[config.mk]
export PLATFORM = sky130hd
export DESIGN_NAME = yaz0_lane_pack_flat
export DESIGN_NICKNAME = d
export VERILOG_FILES = /design/src/hdl/yaz0_pkg.sv /design/src/hdl/yaz0_if.sv /design/src/hdl/yaz0_lane_pack.sv /design/src/flat_wrapper.sv
export SDC_FILE = /design/constraint.sdc
export NUM_CORES = 1
export LEC_CHECK = 0
export BUFFER_PORTS_ARGS = -buffer_cell sky130_fd_sc_hd__buf_2
export CAP_MARGIN = 15
export CORE_MARGIN = 2
export CORE_UTILIZATION = 45
export DETAILED_ROUTE_END_ITERATION = 6
export PLACE_DENSITY = 0.66
export SLEW_MARGIN = 10
export SYNTH_ARGS = -nofsm -noshare
export SYNTH_HDL_FRONTEND = slang
export SYNTH_SLANG_ARGS = --single-unit
[constraint.sdc]
create_clock -name clk -period 3.8 [get_ports clk]
set_input_delay 0.76 -clock clk [delete_from_list [all_inputs] [get_ports clk]]
set_output_delay 0.76 -clock clk [all_outputs]
set_load 0.005 [all_outputs]
[src/hdl/yaz0_pkg.sv]
// ============================================================================
// yaz0_pkg
// Shared types and constants for the streaming Yaz0 decompressor.
// ============================================================================
`default_nettype none

package yaz0_pkg;

    // header layout
    localparam logic [4:0] HEADER_LEN = 5'h10;
    localparam logic [4:0] MAGIC_LEN  = 5'd4;
    localparam logic [4:0] SIZE_END   = 5'd8;

    // token decoding
    localparam logic [7:0] LIT_FLAG       = 8'h80;
    localparam logic [7:0] DIST_HI_MASK   = 8'h0F;
    localparam logic [8:0] LONG_LEN_BIAS  = 9'h012;
    localparam logic [8:0] SHORT_LEN_BIAS = 9'd2;

    // size limit after reset and counter widths
    localparam logic [28:0] SIZE_LIMIT_RESET = 29'(256 * 1024 * 1024);
    localparam int          SIZE_W           = 32;
    localparam int          PROD_W           = 30;
    localparam int          COPY_W           = 9;
    localparam int          DIST_W           = 12;

    // final status codes
    typedef enum logic [2:0] {
        ST_OK        = 3'd0,
        ST_BAD_MAGIC = 3'd1,
        ST_TOO_LARGE = 3'd2,
        ST_TRUNCATED = 3'd3,
        ST_BAD_DIST  = 3'd4,
        ST_OVERRUN   = 3'd5
    } status_t;

    // sequencer to lane packer
    typedef struct packed {
        logic    push;
        logic    flush;
        logic    done;
        status_t status;
    } pack_ctrl_t;

    // lane packer to sequencer
    typedef struct packed {
        logic lane_full;
        logic lane_empty;
        logic slot_free;
    } pack_stat_t;

    // expected magic "Yaz0"
    function automatic logic [7:0] magic_byte(input logic [1:0] idx);
        logic [7:0] val;
        unique case (idx)
            2'd0:    val = 8'h59;
            2'd1:    val = 8'h61;
            2'd2:    val = 8'h7A;
            default: val = 8'h30;
        endcase
        return val;
    endfunction

endpackage

`default_nettype wire

[src/hdl/yaz0_if.sv]
// ============================================================================
// yaz0 stream interfaces
// Valid/ready channels for compressed input bytes and packed output results.
// ============================================================================
`default_nettype none


interface yaz0_out_if;
    logic        valid;
    logic        ready;
    logic [63:0] output_bytes;
    logic [3:0]  byte_count;
    logic        run_last;
    logic        stream_done;
    logic [2:0]  status;

    modport source (output valid, output output_bytes, output byte_count,
                    output run_last, output stream_done, output status,
                    input ready);
    modport sink   (input valid, input output_bytes, input byte_count,
                    input run_last, input stream_done, input status,
                    output ready);
endinterface

`default_nettype wire

[src/hdl/yaz0_lane_pack.sv]
// ============================================================================
// yaz0_lane_pack
// Packs output bytes into lanes and holds the outgoing result transaction.
// ============================================================================
`default_nettype none

module yaz0_lane_pack #(
    parameter int OUT_LANES = 8
) (
    input  wire logic                  clk,
    input  wire logic                  rst_n,
    input  wire yaz0_pkg::pack_ctrl_t  ctrl,
    input  wire logic [7:0]            data,
    output yaz0_pkg::pack_stat_t       stat,
    yaz0_out_if.source                 result
);

    localparam int CNT_W = $clog2(OUT_LANES + 1);

    logic [OUT_LANES-1:0][7:0] lane_reg, lane_next;
    logic [CNT_W-1:0]          lane_n_reg, lane_n_next;

    logic                      out_valid_reg;
    logic [63:0]               out_bytes_reg;
    logic [3:0]                out_count_reg;
    logic                      out_last_reg;
    logic                      out_done_reg;
    yaz0_pkg::status_t         out_status_reg;

    logic                      emit_full;
    logic                      emit;

    // status toward the sequencer
    assign stat.lane_full  = (lane_n_reg == CNT_W'(OUT_LANES));
    assign stat.lane_empty = (lane_n_reg == '0);
    assign stat.slot_free  = !out_valid_reg || result.ready;

    // a push into a full lane sends the lane out first
    assign emit_full = ctrl.push && stat.lane_full;
    assign emit      = emit_full || ctrl.flush;

    // lane accumulator next state
    always_comb
    begin
        lane_next   = lane_reg;
        lane_n_next = lane_n_reg;
        if (emit_full)
        begin
            lane_next    = '0;
            lane_next[0] = data;
            lane_n_next  = CNT_W'(1);
        end
        else if (ctrl.flush)
        begin
            lane_next   = '0;
            lane_n_next = '0;
        end
        else if (ctrl.push)
        begin
            for (int i = 0; i < OUT_LANES; i++)
            begin
                if (lane_n_reg == CNT_W'(i))
                begin
                    lane_next[i] = data;
                end
            end
            lane_n_next = lane_n_reg + CNT_W'(1);
        end
    end

    // lane and control registers
    always_ff @(posedge clk or negedge rst_n)
    begin
        if (!rst_n)
        begin
            lane_reg      <= '0;
            lane_n_reg    <= '0;
            out_valid_reg <= 1'b0;
        end
        else
        begin
            lane_reg   <= lane_next;
            lane_n_reg <= lane_n_next;
            if (emit)
            begin
                out_valid_reg <= 1'b1;
            end
            else if (result.ready)
            begin
                out_valid_reg <= 1'b0;
            end
        end
    end

    // result payload
    always_ff @(posedge clk)
    begin
        if (emit)
        begin
            out_bytes_reg  <= 64'(lane_reg);
            out_count_reg  <= 4'(lane_n_reg);
            out_last_reg   <= ctrl.flush;
            out_done_reg   <= ctrl.flush && ctrl.done;
            out_status_reg <= (ctrl.flush && ctrl.done) ? ctrl.status : yaz0_pkg::ST_OK;
        end
    end

    assign result.valid        = out_valid_reg;
    assign result.output_bytes = out_bytes_reg;
    assign result.byte_count   = out_count_reg;
    assign result.run_last     = out_last_reg;
    assign result.stream_done  = out_done_reg;
    assign result.status       = out_status_reg;

endmodule

`default_nettype wire
[src/flat_wrapper.sv]
// flat-port wrapper written by rule: the top's interface ports become plain ports
module yaz0_lane_pack_flat 
#(
    parameter int OUT_LANES = 8
)
  (clk, rst_n, ctrl, data, stat, result_valid, result_output_bytes, result_byte_count, result_run_last, result_stream_done, result_status, result_ready);
  yaz0_out_if result_i ();
  input  wire logic clk;
  input  wire logic rst_n;
  input  wire yaz0_pkg::pack_ctrl_t ctrl;
  input  wire logic [7:0] data;
  output yaz0_pkg::pack_stat_t stat;
  output wire logic [$bits(result_i.valid)-1:0] result_valid;
  output wire logic [$bits(result_i.output_bytes)-1:0] result_output_bytes;
  output wire logic [$bits(result_i.byte_count)-1:0] result_byte_count;
  output wire logic [$bits(result_i.run_last)-1:0] result_run_last;
  output wire logic [$bits(result_i.stream_done)-1:0] result_stream_done;
  output wire logic [$bits(result_i.status)-1:0] result_status;
  input wire logic [$bits(result_i.ready)-1:0] result_ready;
  assign result_valid = result_i.valid;
  assign result_output_bytes = result_i.output_bytes;
  assign result_byte_count = result_i.byte_count;
  assign result_run_last = result_i.run_last;
  assign result_stream_done = result_i.stream_done;
  assign result_status = result_i.status;
  assign result_i.ready = result_ready;
  yaz0_lane_pack #(.OUT_LANES(OUT_LANES)) u_core (.clk(clk), .rst_n(rst_n), .ctrl(ctrl), .data(data), .stat(stat), .result(result_i));
endmodule
Yosys cells after proc, flatten, opt, wreduce, memory -nomap -nowiden
Cells that the tools add are included.
Word-level totals
  output and inout bits: 77
  register bits: 142
  input port bits: 17
Operators by class
  reductions and logical operators: 24
  equal/unequal tests: 8
  add/sub/neg operators: 1
  mux-type cells: 16
Operator list (count)
  2-to-1 mux 64 bit: 3
  2-to-1 mux 8 bit: 8
  nonzero test 3 bit: 9
  == test 4 x 3 -> 1 bit, second input constant: 4
  AND reduction 2 bit: 8
  2-to-1 mux 4 bit: 3
  == test 4 x 2 -> 1 bit, second input constant: 2
  adder 4 x 1 -> 4 bit, second input constant: 1
  == test 4 x 1 -> 1 bit, second input constant: 1
  == test 4 bit, second input constant: 1
  logical NOT 4 bit: 1
  logical AND 1 bit: 2
  logical OR 1 bit: 2
  2-to-1 mux 1 bit: 2
  nonzero test 2 bit: 1
  logical NOT 1 bit: 1

Longest topological paths before layout
Gate-level depths: netlist of the first run.
  depth in word-level cells: 5
  mapped depth: 6
  mapped depth without buffers: 5

Least setup slack after synthesis of the first run
No wires, ideal clock.
  path type: input port to flip-flop
  start point: input port ctrl[5] in the netlist's numbering
  end point: register u_core.out_count_reg[0] (netlist: u_core.result.byte_count[0]) (enable)
  cell stages on the path: 3
  path buffers: 1
  library setup time: 444 ps
  setup slack: 523 ps
  data arrival time: 2833 ps
  cells stage by stage: buf_4 > nand4b_4 > nand2b_1
On the way
  longest elaborated chain between the ends: 2
Ends and longest elaborated chain
  from (decl): line flat_wrapper.sv:10  | input wire yaz0_pkg::pack_ctrl_t ctrl;
  logical AND 1 bit: line yaz0_lane_pack.sv:39  | assign emit_full = ctrl.push && stat.lane_full;
  logical OR 1 bit: line yaz0_lane_pack.sv:40  | assign emit = emit_full || ctrl.flush;
  net u_core.emit: line yaz0_lane_pack.sv:31  | logic emit;
  to (signal assigned): line yaz0_lane_pack.sv:101  | out_count_reg <= 4'(lane_n_reg);
  to (decl): line yaz0_lane_pack.sv:25  | logic [3:0] out_count_reg;
The timed path passes the listed nets, and every way through them passes these cells.
A chain may end at the register's enable or synchronous reset.

Final worst setup path of the first run
  start point: register u_core.lane_n_reg[0]
  end point: register u_core.out_bytes_reg[62] (netlist: u_core.result.output_bytes[62]) (enable)
On the way
  longest elaborated chain between the ends: 3
Ends and longest elaborated chain
  from (decl): line yaz0_lane_pack.sv:21  | logic [CNT_W-1:0] lane_n_reg, lane_n_next;
  from (signal assigned): line yaz0_lane_pack.sv:83  | lane_n_reg <= lane_n_next;
  == test 4 bit: line yaz0_lane_pack.sv:34  | assign stat.lane_full = (lane_n_reg == CNT_W'(OUT_LANES));
  logical AND 1 bit: line yaz0_lane_pack.sv:39
  logical OR 1 bit: line yaz0_lane_pack.sv:40
  net u_core.emit: line yaz0_lane_pack.sv:31
  to (signal assigned): line yaz0_lane_pack.sv:100  | out_bytes_reg <= 64'(lane_reg);
  to (decl): line yaz0_lane_pack.sv:24  | logic [63:0] out_bytes_reg;
The timed path passes the listed nets, and every way through them passes these cells.

==> metrics.md, run 1 <==
| Metric | Value |
|---|---|
| Status | `complete, no violations` |
| Final period util | `70.7%` |
| Drt total wl | `10.5 mm` |
| Mean area per synthesized cell | `16.2 um^2` |
| Register bit total from synthesis | `approximately 140` |
| Layout Skew | `approximately 7.4 ps` |
| Worst setup EP type | `flop` |
| Tightest Pin Transition | `around 1000 ps` |
| Final Hold Viols | `0` |
| Synthesis Warnings | `0` |
| Depth of the worst register-to-register path | `4` |
| Count of final setup violators | `0` |
| Delay of the slowest critical-path stage | `approximately 900 ps` |
| Maximum buffer depth of the clock tree | `2` |
| Area added between synthesis and finish | `21.4%` |
| Sequential cell area fraction in the yosys report | `71.9%` |
| Filler cells | `961` |
| Start of the worst register-to-register path | `u_core.lane_n_reg[0]` |
| Number of primary I/O pins | `94` |
| Die Footprint | `0.0130 mm^2` |
| TritonCTS clock tree | `done` |
| Global-route wire length before repair | `16.3 mm` |
| Ratio of routed vias to standard cells | `between 5 and 6` |
| RSZ-0062 raised after global routing | `no` |
| Ys async rst share | `48.6%` |
| Largest net degree at the start of global routing | `75` |
| Hold bufs inserted after CTS | `0` |
| Routed len/inst | `17.7 um` |
| Cell with the largest stage delay on the worst path | `sky130_fd_sc_hd__nand2b_4` |
| Kind of critical path | `reg -> reg` |
| Antenna violation net count after detailed routing | `0` |
| Post-synth design cell area | `between 0.005 and 0.006 mm^2` |
| Post-synth EDFFs | `73` |
| Initial antenna violation count | `0` |
| Via count of the first global-routing pass | `2960` |
| Placed wire-length estimate after detailed placement | `between 6 and 7 mm` |
| Global route overflow | `0` |
| Arr. time, crit path | `around 2700 ps` |
| Worst rel slew slack | `about a third` |
| Required time worst endpoint | `3830 ps` |
| Buffers added on ports | `93` |
| Setup_tns | `0 ps` |
| Endpoint of the worst-slack reg-to-reg timing path | `u_core.result.output_bytes[62]` |
| Time the worst path needs with I/O delays and setup | `2690 ps` |
| Cell Rows | `40` |
| Cell count after synthesis | `337` |
| Number of buffers created by CTS | `17` |
| Initial standard-cell utilization of the core | `a little under half` |
| Max Clk Rate | `~370 MHz` |
| Biggest area consumer among synthesized cells | `sky130_fd_sc_hd__edfxtp_1` |
| Power per unit of standard cell area | `526 mW/mm^2` |
| Leading register cell type out of synthesis | `sky130_fd_sc_hd__edfxtp_1` |
| H-tree depth | `4` |
| Post-cts sizing count | `0` |
| Die extent in x | `114 um` |
| Distinct cells, synth | `30` |
| Crit path max fanout | `74` |
| Pins Over Slew Limit | `0` |
| Initial drt markers | `200` |
| Number of clock sinks seen by CTS | `142` |
| Startpoint class of the critical path | `flop` |
| Post-CTS setup buffers | `0` |
| Final weighted congestion in routability-driven placement | `0.772` |
| Clock latency reported for the late side of the worst-skew pair | `410 ps` |
| Internal reg-to-reg setup slack | `1110 ps` |
| Main area contributors after synthesis | `sky130_fd_sc_hd__edfxtp_1 40%, sky130_fd_sc_hd__dfrtp_1 32%, sky130_fd_sc_hd__mux2i_1 10%` |
| Proportion of netlist area held by the largest area contributor | `40.2%` |
| Layout cell share with drive strength beyond 1 | `between 20% and 30%` |
| Clock Pin Slew Worst Setup and Hold Paths | `60 ps` |
| Hold WC Path Type | `in -> async` |
| Routed vias | `2993` |
| Detailed Routing Iterations Pass 1 | `4` |
| Placeable core region | `roughly 0.012 mm^2` |
| Static Leakage | `about 0.0029 uW` |
| Dpl ws | `1040 ps` |
| Ordered cell list for the critical path | `inv_1 -> ha_1 -> nand4b_4 -> nand2b_4` |
| # Max-Cap Violations | `0` |
| Synthesized net count | `358` |
| Total GRT Usage | `17.0%` |
| Maximum resistive drop on vdd | `0.233 mV` |
| Die H | `114 um` |
| Diodes inserted | `0` |
| Minimum setup slack in the final design | `1110 ps` |
| Number of nets in the final layout | `455` |
| DRC Markers | `0` |
| Commonest cells after routing, fill and taps aside | `93 x sky130_fd_sc_hd__buf_2, 73 x sky130_fd_sc_hd__edfxtp_1, 69 x sky130_fd_sc_hd__dfrtp_1` |
| Root buf cell | `sky130_fd_sc_hd__clkbuf_16` |
| Most common cell after layout, fill and taps aside | `sky130_fd_sc_hd__buf_2` |
[final cells by class]
cell class,instances,area [um^2],share of cell area (%)
Sequential cell,142,3920,59.2
Timing Repair Buffer,95,480,7.26
Clock buffer,19,433,6.54
Inverter,4,15.0,0.227
Tap cell,147,184,2.78
Clock inverter,13,148,2.23
Multi-Input combinational cell,174,1440,21.8
[where the power goes]
part / internal (uW) / switching, uW
sequential: 1680 / 20.8
clock: 1020 / 591
combinational: 66.6 / 103
[synth_stat cells (all sizes together) (2+ instances only)]
cell and count:
nand3b 26, buf 7, nand2b 47, and4b 2, a22o 9, ha 4, nand2 5, and3 4
mux2i 56, inv 4, o21ai 5, clkbuf 10, edfxtp 73, dfrtp 69, a21oi 6
[through the flow]
step | instances | util, % | power, uW | hold slack, ps | instance area [um^2]
after CTS | 594 | 55.6 | 3510 | 282 | 6620
after global routing | 594 | 55.6 | 3600 | 289 | 6620
after floorplan | 337 | - | 1810 | 425 | 5450
after global placement | 562 | 50.7 | 1890 | 428 | 6040
final | 594 | 55.6 | 3480 | 280 | 6620
after detailed placement | 562 | 50.7 | 1900 | 435 | 6040
[worst max-delay path by stage]
stage | slack (ps) | from | end | cells past startpoint
4_1_cts | 1120 | u_core.lane_n_reg[0] | u_core.result.output_bytes[41] | 4
6_report | 1110 | u_core.lane_n_reg[0] | u_core.result.output_bytes[62] | 4
5_1_grt | 950 | u_core.lane_n_reg[0] | u_core.result.output_bytes[45] | 4
2_1_floorplan | 520 | ctrl[5] | u_core.result.byte_count[0] | 3
3_3_place_gp | 1110 | ctrl[5] | u_core.result.output_bytes[16] | 3
3_5_place_dp | 1040 | ctrl[5] | u_core.result.output_bytes[42] | 3
[metal layers]
| metal | GRT usage (%) | share of wire [%] |
|---|---|---|
| met5 | 0 | 0 |
| met4 | 4.63 | 0.86 |
| met3 | 6.09 | 3.8 |
| met2 | 27.3 | 51 |
| met1 | 22.2 | 44 |
[cells by family after synthesis]
kind of cell,count (synthesis),share of synthesized area (%)
compound gates,21,3.42
xor+xnor,1,0.161
fa+ha+maj,4,0.918
buf+inv,21,1.81
flops,142,71.9
mux,56,10.3
simple gates,92,11.5
[critical path, delay by kind of cell, from the launching register on]
family	cells	cell delay, ps
AND/OR/NAND/NOR	2	1330
flip-flops	1	450
buffers and inverters	1	110
adder cells (fa/ha/maj)	1	320
(Power assumes the default switching activity.)
==> inputs of run 2 (changes only) <==
PLACE_DENSITY = 0.69   (was 0.66)
clock period = 2.45 ns   (was 3.8 ns; I/O delays follow)
==> run 2 against run 1 <==
  * Cell area increased by 1.7%
  * Worst setup slack got worse by 930 ps
  * Non-clock buffer count increased by 3
  * Clock power increased by 69%
  * Via count increased by 2.2%
  * First-iteration DRC count increased by 13%
  * Global-route usage increased by 0.49 points
  * Flip-flop and latch count unchanged
  * Sequential share of layout area decreased by 0.97 points
  * Clock skew decreased by 2.0 ps
  * Largest cell class unchanged
==> metrics.md, run 2 (synthesized netlist as in run 1, its figures left out) <==
| Metric | Value |
|---|---|
| Status | `complete, no violations` |
| Arr. time, crit path | `1780 ps (-930 ps)` |
| Startpoint class of the critical path | `flop` |
| Total cell area at the placement stage | `0.00610 mm^2 (+0.99%)` |
| TritonCTS clock tree | `done` |
| Routed vias | `3059 (+2.2%)` |
| Area added between synthesis and finish | `23.5%` |
| Maximum buffer depth of the clock tree | `2 (unchanged)` |
| Buffers added on ports | `93 (unchanged)` |
| Layout cell share with drive strength beyond 1 | `29.8% (+0.47 points)` |
| Time the worst path needs with I/O delays and setup | `around 2300 ps` |
| Hold WC Path Type | `in -> async` |
| Pins Over Slew Limit | `0 (unchanged)` |
| Cell Rows | `40 (unchanged)` |
| Number of nets in the final layout | `458 (+0.66%)` |
| Cell family with the largest share of critical-path delay | `flip-flops` |
| Antenna violation net count after detailed routing | `0 (unchanged)` |
| Via count of the first global-routing pass | `3053 (+3.1%)` |
| Initial drt markers | `225 (+13%)` |
| Cell area after layout | `0.00673 mm^2 (+1.7%)` |
| Clock Pin Slew Worst Setup and Hold Paths | `50 ps (about the same)` |
| Hold bufs inserted after CTS | `0 (unchanged)` |
| Worst path depth | `4 (unchanged)` |
| Final core area utilization | `56.5% (+0.92 points)` |
| Worst setup EP type | `output port` |
| Drt total wl | `10.7 mm (+1.2%)` |
| Cell with the largest stage delay on the worst path | `sky130_fd_sc_hd__dfrtp_1` |
| Required time worst endpoint | `1960 ps (-1870 ps)` |
| Number of primary I/O pins | `94 (unchanged)` |
| Logic gate share of total power | `4.9% (about the same)` |
| Seq pwr share | `46.7% (-2.1 points)` |
| Placeable core region | `0.0119 mm^2 (unchanged)` |
| Sequential Area | `0.00392 mm^2 (unchanged)` |
| Die H | `114 um (unchanged)` |
| Ordered cell list for the critical path | `inv_1 -> ha_1 -> nor3b_1 -> buf_2` |
| Count of final setup violators | `0 (unchanged)` |
| Detailed Routing Iterations Pass 1 | `5 (+1)` |
| Tightest hold margin | `77.8 ps (-202 ps)` |
| Crit path max fanout | `8 (-89%)` |
| H-tree depth | `4 (unchanged)` |
| Maximum resistive drop on vdd | `0.427 mV (+83%)` |
| Delay of the slowest critical-path stage | `450 ps (-430 ps)` |
| Kind of critical path | `reg -> out` |
| Final Hold Viols | `0 (unchanged)` |
| Launching instance or port of the critical path | `u_core.lane_n_reg[0]` |
| Design internal power | `4510 uW (+63%)` |
| Diodes inserted | `0 (unchanged)` |
| Initial antenna violation count | `0 (unchanged)` |
| Die Footprint | `0.0130 mm^2 (unchanged)` |
| Layout Skew | `5.48 ps (-1.96 ps)` |
| Filler cells | `946 (-1.6%)` |
| Most common cell after layout, fill and taps aside | `sky130_fd_sc_hd__buf_2` |
| Clk network pwr share | `48.4% (+2.1 points)` |
| DRC Markers | `0 (unchanged)` |
| Global route overflow | `0 (unchanged)` |
| Start of the worst register-to-register path | `u_core.lane_n_reg[0]` |
| Depth of the worst register-to-register path | `6 (+2)` |
| Ratio of routed vias to standard cells | `5.12 (+1.7%)` |
| Global-route wire length before repair | `16.8 mm (+3.3%)` |
| Post-CTS setup buffers | `0 (unchanged)` |
| Largest net degree at the start of global routing | `60 (-20%)` |
| Power per unit of standard cell area | `837 mW/mm^2 (+59%)` |
| Max Clk Rate | `about 440 MHz` |
| Setup_tns | `0 ps (unchanged)` |
| Number of clock sinks seen by CTS | `142 (unchanged)` |
| Buf/Inv on CP | `2 (+1)` |
| Placed wire-length estimate after detailed placement | `6.80 mm (+2.7%)` |
| Worst rel slew slack | `55.0% (+21 points)` |
| Routed len/inst | `17.9 um (+0.69%)` |
| Static Leakage | `0.00292 uW (+1.7%)` |
| Root buf cell | `sky130_fd_sc_hd__clkbuf_16` |
| Initial standard-cell utilization of the core | `45.8% (unchanged)` |
| Post-cts sizing count | `0 (unchanged)` |
| Clock latency reported for the late side of the worst-skew pair | `420 ps (about the same)` |
| Final weighted congestion in routability-driven placement | `0.751 (-2.8%)` |
| Tot Pwr | `5630 uW (+62%)` |
| Tightest Pin Transition | `676 ps (-320 ps)` |
| Net Sw Power | `1120 uW (+57%)` |
| Die extent in x | `114 um (unchanged)` |
| Number of buffers created by CTS | `17 (unchanged)` |
| Sw Share | `20.0% (-0.58 points)` |
| Total GRT Usage | `17.5% (+0.49 points)` |
| # Max-Cap Violations | `0 (unchanged)` |
| Area of the multi-input gates | `0.00144 mm^2 (unchanged)` |
| Commonest cells after routing, fill and taps aside | `93 x sky130_fd_sc_hd__buf_2, 73 x sky130_fd_sc_hd__edfxtp_1, 69 x sky130_fd_sc_hd__dfrtp_1` |
| RSZ-0062 raised after global routing | `no` |
| Final period util | `92.4%` |
[run 2: changes by cell type in the layout (fill, tap and decap cells not counted), sizes merged]
| cell | change |
|---|---|
| clkbuf | +1 |
| bufinv | +2 |
| clkinv | -3 |
| buf | +3 |
[run 2: worst paths after layout]
path / end / slack (ps)
worst max-delay path: stat[1] / 180
worst min-delay path: u_core.lane_reg[9] / 80
worst max register to register: u_core.lane_reg[44] / 440
worst min register to register: u_core.result.output_bytes[9] / 450
max in group asynchronous: u_core.lane_reg[51] / 1710
min in group clk: u_core.lane_reg[7] / 320
[run 2: power by group through the flow]
stage	Sequential, uW	Clock (uW)	Combinational (uW)
3_5_place_dp	2680	0	280
3_3_place_gp	2680	0	275
2_1_floorplan	2680	0	123
5_1_grt	2640	2870	302
4_1_cts	2630	2770	280
6_report	2630	2720	276
[run 2: per-stage QoR]
stage,instances,setup WS (ps)
floorplan,337,97.0
global placement,565,494
detailed placement,565,473
CTS,597,181
global route,597,88.8
finish,597,185
[run 2: area by class of cell]
type / instances / area share (%)
inverters: 4 / 0.223
repair buffers: 98 / 8.03
clock buffers: 20 / 6.49
well taps: 147 / 2.73
multi-input cells: 174 / 21.4
flip-flops and latches: 142 / 58.2
clock inverters: 12 / 2.88
[run 2: per-layer routing]
layer  up-vias  global-route usage (%)  wire length [um]
met2        83                    26.3              5000
met1      1539                    24.4              4940
met3        17                    4.82               539
li1       1420                       -                 -
met5         -                       0                 0
met4         0                    7.07               192
